## config.mk

```make
export PLATFORM = sky130hd
export DESIGN_NAME = pfde_ctrl
export DESIGN_NICKNAME = d
export VERILOG_FILES = /design/src/sv/pfde_pkg.sv /design/src/sv/pfde_ctrl.sv
export SDC_FILE = /design/constraint.sdc
export NUM_CORES = 1
export LEC_CHECK = 0
export ABC_AREA = 1
export BUFFER_PORTS_ARGS = -buffer_cell sky130_fd_sc_hd__buf_2
export CORE_AREA = 5 5 42 44
export CTS_CLUSTER_DIAMETER = 80
export DETAILED_ROUTE_END_ITERATION = 10
export DIE_AREA = 0 0 47 49
export PLACE_DENSITY_LB_ADDON = 0.2
export SYNTH_ARGS = -nofsm -noshare
export SYNTH_HDL_FRONTEND = slang
export SYNTH_SLANG_ARGS = --single-unit
```

## constraint.sdc

```tcl
create_clock -name clk_i -period 2.9 [get_ports clk_i]
set_input_delay 0.435 -clock clk_i [delete_from_list [all_inputs] [get_ports clk_i]]
set_output_delay 0.435 -clock clk_i [all_outputs]
set_load 0.005 [all_outputs]
```

## src/sv/pfde_pkg.sv

```systemverilog
`default_nettype none

package pfde_pkg;

  // Signed width of the clipping arithmetic: covers pos + size and the panel edge.
  localparam int unsigned GEOM_W = 11;

  localparam logic [2:0] ACT_PIXEL = 3'd0;
  localparam logic [2:0] ACT_SPAN  = 3'd1;
  localparam logic [2:0] ACT_RECT  = 3'd2;
  localparam logic [2:0] ACT_CLEAR = 3'd3;
  localparam logic [2:0] ACT_READ  = 3'd4;

  localparam logic [1:0] PAINT_BLACK  = 2'd0;
  localparam logic [1:0] PAINT_WHITE  = 2'd1;
  localparam logic [1:0] PAINT_INVERT = 2'd2;

  typedef enum logic [2:0] {
    ST_CLEAR,
    ST_IDLE,
    ST_DRAW_RD,
    ST_DRAW_WR,
    ST_READ_OUT
  } state_e;

  typedef struct packed {
    logic accept;
    logic rd_read;
    logic draw_rd;
    logic draw_wr;
    logic clr_start;
    logic clr_wr;
    logic out_load;
  } cmd_t;

  typedef struct packed {
    logic draw_go;
    logic last_byte;
    logic clr_done;
  } status_t;

endpackage

`default_nettype wire

```

## src/sv/pfde_ctrl.sv

```systemverilog
`default_nettype none

module pfde_ctrl
  import pfde_pkg::*;
(
  input  wire logic       clk_i,
  input  wire logic       rst_ni,
  input  wire logic       in_valid_i,
  output logic            in_stall_o,
  input  wire logic [2:0] action_i,
  output logic            out_valid_o,
  input  wire logic       out_stall_i,
  input  wire status_t    status_i,
  output cmd_t            cmd_o
);

  state_e state_q, state_d;
  logic   out_valid_q, out_valid_d;
  logic   accept, out_free;

  assign accept   = (state_q == ST_IDLE) && in_valid_i;
  assign out_free = !out_valid_q || !out_stall_i;

  always_comb begin
    state_d = state_q;
    case (state_q)
      ST_CLEAR: begin
        if (status_i.clr_done) state_d = ST_IDLE;
      end
      ST_IDLE: begin
        if (in_valid_i) begin
          case (action_i)
            ACT_PIXEL, ACT_SPAN, ACT_RECT: begin
              if (status_i.draw_go) state_d = ST_DRAW_RD;
            end
            ACT_CLEAR: state_d = ST_CLEAR;
            ACT_READ:  state_d = ST_READ_OUT;
            default:   state_d = ST_IDLE;
          endcase
        end
      end
      ST_DRAW_RD: state_d = ST_DRAW_WR;
      ST_DRAW_WR: begin
        if (status_i.last_byte) state_d = ST_IDLE;
        else                    state_d = ST_DRAW_RD;
      end
      ST_READ_OUT: begin
        if (out_free) state_d = ST_IDLE;
      end
      default: state_d = ST_CLEAR;
    endcase
  end

  always_comb begin
    cmd_o           = '0;
    cmd_o.accept    = accept;
    cmd_o.rd_read   = accept && (action_i == ACT_READ);
    cmd_o.clr_start = accept && (action_i == ACT_CLEAR);
    case (state_q)
      ST_CLEAR:    cmd_o.clr_wr   = 1'b1;
      ST_DRAW_RD:  cmd_o.draw_rd  = 1'b1;
      ST_DRAW_WR:  cmd_o.draw_wr  = 1'b1;
      ST_READ_OUT: cmd_o.out_load = out_free;
      default:     cmd_o.clr_wr   = 1'b0;
    endcase
  end

  // Hold the result until the receiver takes it
  always_comb begin
    if (cmd_o.out_load)   out_valid_d = 1'b1;
    else if (!out_stall_i) out_valid_d = 1'b0;
    else                  out_valid_d = out_valid_q;
  end

  always_ff @(posedge clk_i or negedge rst_ni) begin
    if (!rst_ni) begin
      state_q     <= ST_CLEAR;
      out_valid_q <= 1'b0;
    end else begin
      state_q     <= state_d;
      out_valid_q <= out_valid_d;
    end
  end

  assign in_stall_o  = state_q != ST_IDLE;
  assign out_valid_o = out_valid_q;

`ifndef SYNTHESIS
  a_result_from_read: assert property (@(posedge clk_i) disable iff (!rst_ni)
    $rose(out_valid_q) |-> $past(state_q == ST_READ_OUT))
    else $error("result without a read request");

  a_clear_starts: assert property (@(posedge clk_i) disable iff (!rst_ni)
    (accept && action_i == ACT_CLEAR) |=> state_q == ST_CLEAR)
    else $error("clear request did not start the sweep");

  a_rmw_pair: assert property (@(posedge clk_i) disable iff (!rst_ni)
    state_q == ST_DRAW_RD |=> state_q == ST_DRAW_WR)
    else $error("byte read not followed by its write");
`endif

endmodule

`default_nettype wire

```

==> results of run 1 <==
[power groups by stage]
stage	clock, mW	combinational, mW	sequential [mW]
2_1_floorplan	0	0.145	0.0946
3_3_place_gp	0	0.201	0.101
3_5_place_dp	0	0.202	0.101
4_1_cts	0.0708	0.204	0.100
5_1_grt	0.0738	0.234	0.103
6_report	0.0663	0.201	0.100
[state kept, by name, summed over array words and instances, names as in the netlist]
signal	count
out_valid_o	1
state_q	3
[worst min-delay path, cell delays in order]
cell,delay (ns)
sky130_fd_sc_hd__buf_2,0.07
sky130_fd_sc_hd__nand2_1,0.05
sky130_fd_sc_hd__nand2_1,0.07
[what timing repair did]
item,4_1_cts,5_1_grt
gates resized for setup,0,0
hold endpoints to repair,4,0
hold buffers,1,0
[cells in the mapped netlist]
cell and instances:
sky130_fd_sc_hd__inv_1 12, sky130_fd_sc_hd__nand2_1 12, sky130_fd_sc_hd__nor2_1 10, sky130_fd_sc_hd__nand3_1 7, sky130_fd_sc_hd__dfrtp_1 4, sky130_fd_sc_hd__nor3_1 3, sky130_fd_sc_hd__buf_4 2, sky130_fd_sc_hd__o21ai_0 2
sky130_fd_sc_hd__a211oi_1 1, sky130_fd_sc_hd__a21oi_1 1, sky130_fd_sc_hd__nand2_2 1, sky130_fd_sc_hd__nand3_2 1, sky130_fd_sc_hd__nor2_4 1
[stage by stage]
stage | instances | power, mW
floorplan | 57 | 0.240
global placement | 89 | 0.303
detailed placement | 89 | 0.302
CTS | 93 | 0.375
global route | 93 | 0.411
finish | 93 | 0.368
[logic make-up after synthesis]
logic type             Yosys count
AO/OA/AOI/OAI                    4
buffers and inverters           14
flip-flops                       4
AND/OR/NAND/NOR                 35
[cell usage in the layout (no fill, tap or decap)]
| master | n |
|---|---|
| sky130_fd_sc_hd__dlygate4sd3_1 | 1 |
| sky130_fd_sc_hd__inv_1 | 12 |
| sky130_fd_sc_hd__a21oi_1 | 1 |
| sky130_fd_sc_hd__nand2_1 | 12 |
| sky130_fd_sc_hd__nor2_1 | 10 |
| sky130_fd_sc_hd__nand3_1 | 7 |
| sky130_fd_sc_hd__o21ai_0 | 2 |
| sky130_fd_sc_hd__nor2_4 | 1 |
| sky130_fd_sc_hd__buf_2 | 18 |
| sky130_fd_sc_hd__nand2_2 | 1 |
| sky130_fd_sc_hd__nor3_1 | 3 |
| sky130_fd_sc_hd__nand3_2 | 1 |
| sky130_fd_sc_hd__dfrtp_1 | 4 |
| sky130_fd_sc_hd__clkbuf_4 | 3 |
| sky130_fd_sc_hd__a211oi_1 | 1 |
[layout make-up]
class	count	area (um^2)
multi-input cells	39	183
inverters	12	45.0
clock buffers	3	22.5
repair buffers	19	100
fillers	160	931
flip-flops and latches	4	100
well taps	16	20.0
[routing by layer]
layer	share of wire (%)	wire length [um]	GRT usage, %	up-vias
met2	47	408	11.3	18
met3	10	88	0	0
met5	0	0	0	-
li1	-	-	-	217
met1	42	363	11.5	176
met4	0	0	5.53	0
[worst max-delay path by stage]
stage | startpoint | to | slack [ns] | cells after the start
3_3_place_gp | state_q[2] | cmd_o[2] | 1.37 | 6
5_1_grt | state_q[2] | cmd_o[2] | 0.87 | 6
2_1_floorplan | state_q[2] | cmd_o[2] | 1.51 | 5
3_5_place_dp | state_q[2] | cmd_o[2] | 1.33 | 6
4_1_cts | state_q[2] | cmd_o[2] | 1.06 | 6
6_report | state_q[2] | cmd_o[2] | 1.09 | 6
==> impl_summary.md, run 1 <==
Run status
The flow ran to the end, and the final reports show no timing, DRC or antenna violations.

Clock network
The level count of the clock H-tree is 1. The post-CTS setup repair buffer count is 0. The CTS tree is done. The CTS sink count is 4. Clock-pin slew was measured on the worst setup and hold paths at roughly 0.04 ns. The number of clock buffers added by TritonCTS is 3. The later-pin clock latency in the skew report is 0.23 ns. The root buffer cell chosen for the clock tree is sky130_fd_sc_hd__clkbuf_4. The number of buffers on the longest clock path is 2.

Detailed routing
The number of vias in the routed layout is 411. The count of TritonRoute iterations in the first routing pass is 4. Summed over all layers, the routed wires come to 860 um.

In this run, the number of DRC markers left after iteration 0 of detailed routing was 11. Dividing the detail-routed wire length by the instance count gives around 9.2 um. After detailed routing, the number of remaining DRC violations is 0. In this run the remaining antenna-violating nets after routing total 0. The via density per instance is 4.42.

STA
At the pin with the least slew margin, the transition time is 0.243 ns. The post-route worst hold slack is 0.440 ns. The sum of negative setup slack is 0 ns. The max-slew violation count came to 0. The highest achievable clock rate is 551 MHz.

The total count of hold-check failures in the final report is 0. Setup violations remaining at the end of the flow were counted as 0. The final critical path time including I/O delays and setup is roughly 1.8 ns. Setup repair after global routing left no endpoint under its margin.

The worst-case clock skew is 0.000611 ns. The relative max-transition margin is 83.8%. The final period utilization is 62.5%. The final critical-path setup slack is approximately 1.1 ns.

Worst setup path
The data required time at the worst endpoint is between 2 and 2.5 ns. The worst path buffer plus inverter count is 2. At the worst endpoint, the arrival time is 1.38 ns. The biggest cell delay along the critical path is approximately 0.44 ns. The worst register-to-register path ends at state_q[0]. The worst setup path is captured at a primary output. Among cell families on the critical path, the largest total delay comes from simple AND/OR/NAND/NOR gates. The type of the setup path with the least slack is reg2out. The minimum setup slack among reg-to-reg paths is 1.71 ns. Among all stages on the critical path, the largest delay is contributed by sky130_fd_sc_hd__dfrtp_1. Walking the worst path, the cells encountered are inv_1 -> nand2_2 -> nor2_4 -> nand2_1 -> nor3_1 -> buf_2. The depth of the worst register-to-register path is 6.

In this run the critical register-to-register path is launched from state_q[2]. The worst setup path is launched from a flop. The highest net fanout along the worst path is 7.

Synthesis
The area fraction in compound gates after synthesis is 6.57%. The number of different library cells used by synthesis comes to 13. By area, the combinational part of the netlist is dominated by simple AND/OR/NAND/NOR gates. Summing the areas of all fa, ha and maj instances in the mapped netlist gives 0% of the synthesized area. The net count after synthesis is 67. After synthesis, the cell types taking the most area are sky130_fd_sc_hd__dfrtp_1 29%, sky130_fd_sc_hd__inv_1 13%, sky130_fd_sc_hd__nand2_1 13%, sky130_fd_sc_hd__nor2_1 11%, sky130_fd_sc_hd__nand3_1 10%. Yosys printed 0 warnings. The cell taking the most area after synthesis is sky130_fd_sc_hd__dfrtp_1.

After synthesis, the mean cell area works out to ~6.0 um^2. The synthesized flop and latch total is 4. The simple-gate share of the synthesized area is between 40% and 50%. The share of synthesized area in the top cell type comes to 29.2%. Synthesis handed over a netlist of 57 instances.

The area share of xor/xnor cells in the synthesized design is 0%. Of the synthesized area, sequential elements account for slightly below 30%. In this run the cell area of the synthesized design comes to 343 um^2.

The portion of synthesized area spent on multiplexers is 0%.

Die
The I/O pin count is 19. Once the floorplan was initialized, standard cells occupied 24.5% of the core. The die extent in x is 47 um.

The row count is 14. The die covers around 2300 um^2. The floorplan step set the die height to 49 um. The core area is 1400 um^2.

Place
The routability-driven placement congestion ratio is 0.712. The area after detailed placement is 438 um^2. At the placement stage, the worst setup path has a slack of 1.33 ns. The post-DP HPWL is 712 um. The number of input and output port buffers inserted is 18.

Power and ir drop
The maximum VDD drop is 241 uV. In this run the power density over the cells is 783 nW/um^2. For this design the total switching power over the nets is roughly 170 uW. Net switching is 45.0% of the power. The part of the total power dissipated in sequential elements is 27.3%.

The total internal power is 202 uW. In this run, the clock network consumes 18.0% of the power. The combinational share of power is 54.7%. The leakage power is about 0.3 nW.

Global route
The overall global routing resource usage is 8.05%. The first global-routing pass estimated 1.40 mm of wire. The initial antenna violation count was 0. Entering global routing, the biggest net connects 8 pins. After global routing the overflow that remains totals 0. The via count of the first global-routing pass is 373.

Final layout
The number of antenna diodes in the final layout is 0. After routing the design area is 470 um^2. The post-layout utilization of the core is 33.6%.

For this run, the post-layout net count is 89. The post-route netlist has 31.2% of its cells at a drive strength greater than 1. From synthesis to final layout, the design area changed by 37.2%.

Flow run
Across the run, the number of max-cap violations was 0.

Worst hold path
The endpoint of the worst hold-timing path is out_valid_o. In this run the worst hold path is classified as in2reg. In this run the most critical hold path is launched from out_stall_i.

The worst hold path stage count is 3.
Note: power is estimated with default switching activity, not from simulation.
==> run 2: changes to the inputs <==
==> constraint.sdc (replaced) <==
create_clock -name clk_i -period 1.85 [get_ports clk_i]
set_input_delay 0.2775 -clock clk_i [delete_from_list [all_inputs] [get_ports clk_i]]
set_output_delay 0.2775 -clock clk_i [all_outputs]
set_load 0.005 [all_outputs]
==> run 2 against run 1 <==
Against the previous run: clock power increased by 60%; sequential share of layout area shrank 0.66 points; setup slack worse by 0.87 ns; critical path type unchanged; largest cell class unchanged; highest routed layer is now met4.
==> impl_summary.md, run 2 (synthesis results as in run 1) <==
Run status
Result of the run: completed (unchanged).

Detailed routing
The remaining antenna violation count after routing is 0 (unchanged). The number of vias in the routed layout was 413 (was 411). The routed length per instance is 9.44 um (was 9.25 um). The sum of routed wire length over all layers is 897 um (was 860 um).

The via density per instance is 4.35 (was 4.42). The count of TritonRoute iterations in the first routing pass is 4 (unchanged). The violation count after the first detailed-routing iteration came to 12 (was 11). The remaining routing DRC violations is 0 (unchanged).

Clock network
The clock root buffer was sky130_fd_sc_hd__clkbuf_4 (unchanged). The later-pin clock latency in the skew report is 0.23 ns (about the same). The CTS tree was done (unchanged). The level count of the clock H-tree was 1 (unchanged). The number of buffers on the longest clock path was 2 (unchanged). The clock transition at the registers of the reported paths was 0.04 ns (about the same). The CTS sink count is 4 (unchanged). The number of buffers added by the clock tree synthesis step is 3 (unchanged).

Place
The number of input and output port buffers inserted is 18 (unchanged). The post-DP HPWL is 712 um (unchanged). The routability-driven placement congestion ratio is 0.712 (unchanged). The worst setup slack before clock tree synthesis is 0.434 ns (was 1.33 ns). The number of cells in the design after placement was 89 (unchanged). The area after detailed placement is 438 um^2 (unchanged).

Worst setup path
The worst path arrival time came to 1.36 ns (was 1.38 ns). The depth of the worst register-to-register path is 8 (was 6). The highest net fanout along the worst path came to 7 (unchanged). The worst setup path endpoint is cmd_o[2] (unchanged). The capture point of the worst reg-to-reg path is state_q[0] (unchanged). The kind of launch point of the worst setup path is a flop (unchanged). The type of the setup path with the least slack is reg2out (unchanged). The category of the worst setup path capture point is a primary output (unchanged).

The start point of the critical path is state_q[2] (unchanged). The data required time at the worst endpoint was 1.57 ns (was 2.47 ns). The beginning of the worst register-to-register path is state_q[2] (unchanged). The minimum setup slack among reg-to-reg paths is 0.58 ns (was 1.71 ns).

STA
The worst-case clock skew is 0.000202 ns (was 0.000611 ns). Dividing the final minimum period by the clock period gives 88.5%. The worst path in the final design needs a cycle of 1.64 ns, including I/O delays and setup. The total count of hold-check failures in the final report is 0 (unchanged). The slew of the pin with the lowest slew margin is 0.243 ns (about the same).

The relative max-transition margin is 83.8% (about the same). The sum of negative setup slack came to 0 ns (unchanged). Setup repair after global routing missed its margin: no (unchanged). The count of endpoints failing setup in the final report was 0 (unchanged). The max-slew violation count is 0 (unchanged).

The final critical-path setup slack is 0.213 ns (was 1.09 ns). The highest achievable clock rate is ~610 MHz.

Power and ir drop
The maximum VDD drop came to 495 uV (was 241 uV). The power density of the placed cells came to 1290 nW/um^2 (was 783 nW/um^2). The power after layout is 624 uW (was 368 uW).

The leakage power is 0.309 nW (was 0.300 nW).

Final layout
The area growth from synthesis to final layout is 41.6% (was 37.2%). The number of nets in the layout is 91 (was 89). The register name with the most flops is state_q (unchanged). The most frequent standard cell in the layout excluding fill and tap cells was sky130_fd_sc_hd__buf_2 (unchanged).

Highest-count cells in the layout ignoring fill and taps: 18 x sky130_fd_sc_hd__buf_2, 12 x sky130_fd_sc_hd__inv_1, 12 x sky130_fd_sc_hd__nand2_1 (unchanged). The number of antenna diodes is 0 (unchanged). The final cell count without fillers came to 95 (was 93).

The fraction of final layout cells with drive strength greater than 1 is 32.9% (was 31.2%). The number of flip-flops in the largest register is 3 (unchanged). The post-layout instance area is 485 um^2 (was 470 um^2).

Die
The die extent in x came to 47 um (unchanged). The row count is 14 (unchanged). The die area came to 2300 um^2 (unchanged). The core area is 1400 um^2 (unchanged). The die boundary height was 49 um (unchanged).

The initial cell density of the core is 24.5% (unchanged). The I/O pin count came to 19 (unchanged).

Global route
The initial antenna violation count is 0 (unchanged). The remaining global-route overflow is 0 (unchanged). The overall global routing resource usage is 8.05% (unchanged). The largest net degree at the start of global routing came to 8 (unchanged).

The via count of the first global-routing pass is 373 (unchanged). The wire length of the first global-routing pass is 1.40 mm (unchanged).

Worst hold path
The worst hold-check path type is in2reg (unchanged).

Flow run
The reported max-cap violation count came to 0 (unchanged).
run 2: cell count changes in the layout (fill, tap and decap cells not counted), sizes merged:
cell	before	now
buf	18	20
run 2: worst max-delay path: stages (launching register included):
cell and delay [ns]:
sky130_fd_sc_hd__dfrtp_1 0.43, sky130_fd_sc_hd__inv_1 0.13, sky130_fd_sc_hd__nand2_2 0.08, sky130_fd_sc_hd__nor2_4 0.15, sky130_fd_sc_hd__nand2_1 0.08, sky130_fd_sc_hd__nor3_1 0.12
sky130_fd_sc_hd__buf_2 0.14
run 2: area by class of cell:
cell class	instances	area, um^2
fillers	161	916
inverters	12	45.0
multi-input cells	39	183
repair buffers	21	115
well taps	16	20.0
clock buffers	3	22.5
flip-flops and latches	4	100
run 2: power by group:
group / internal [mW] / switching, mW
Sequential: 0.114 / 0.0440
Clock: 0.0724 / 0.0338
Combinational: 0.168 / 0.192
run 2: what timing repair did:
item | in CTS | in global routing
resized for setup | 0 | 0
hold buffers | 1 | 0
endpoints found under the hold margin | 4 | 0
buffers inserted | 0 | 2
endpoints found under the setup margin | 0 | 1
run 2: how the worst min path moves through the flow:
stage                      from           to  slack [ns]  cells past startpoint
detailed placement       rst_ni  out_valid_o        0.08                      1
finish              out_stall_i  out_valid_o        0.28                      3
floorplan                rst_ni  out_valid_o       -0.02                      0
global placement         rst_ni  out_valid_o        0.08                      1
global route        out_stall_i  out_valid_o        0.29                      3
CTS                 out_stall_i  out_valid_o        0.28                      3
run 2: layer usage:
metal	track usage, %	part of all wire [%]
met5	0	0
met1	11.5	43
met4	5.53	1.2
met3	0	9.1
met2	11.3	46
run 2: through the flow:
stage	hold slack [ns]	utilization, %
2_1_floorplan	-0.0181	-
6_report	0.278	34.6
3_5_place_dp	0.0833	31.3
4_1_cts	0.276	33.6
3_3_place_gp	0.0848	31.3
5_1_grt	0.293	34.6
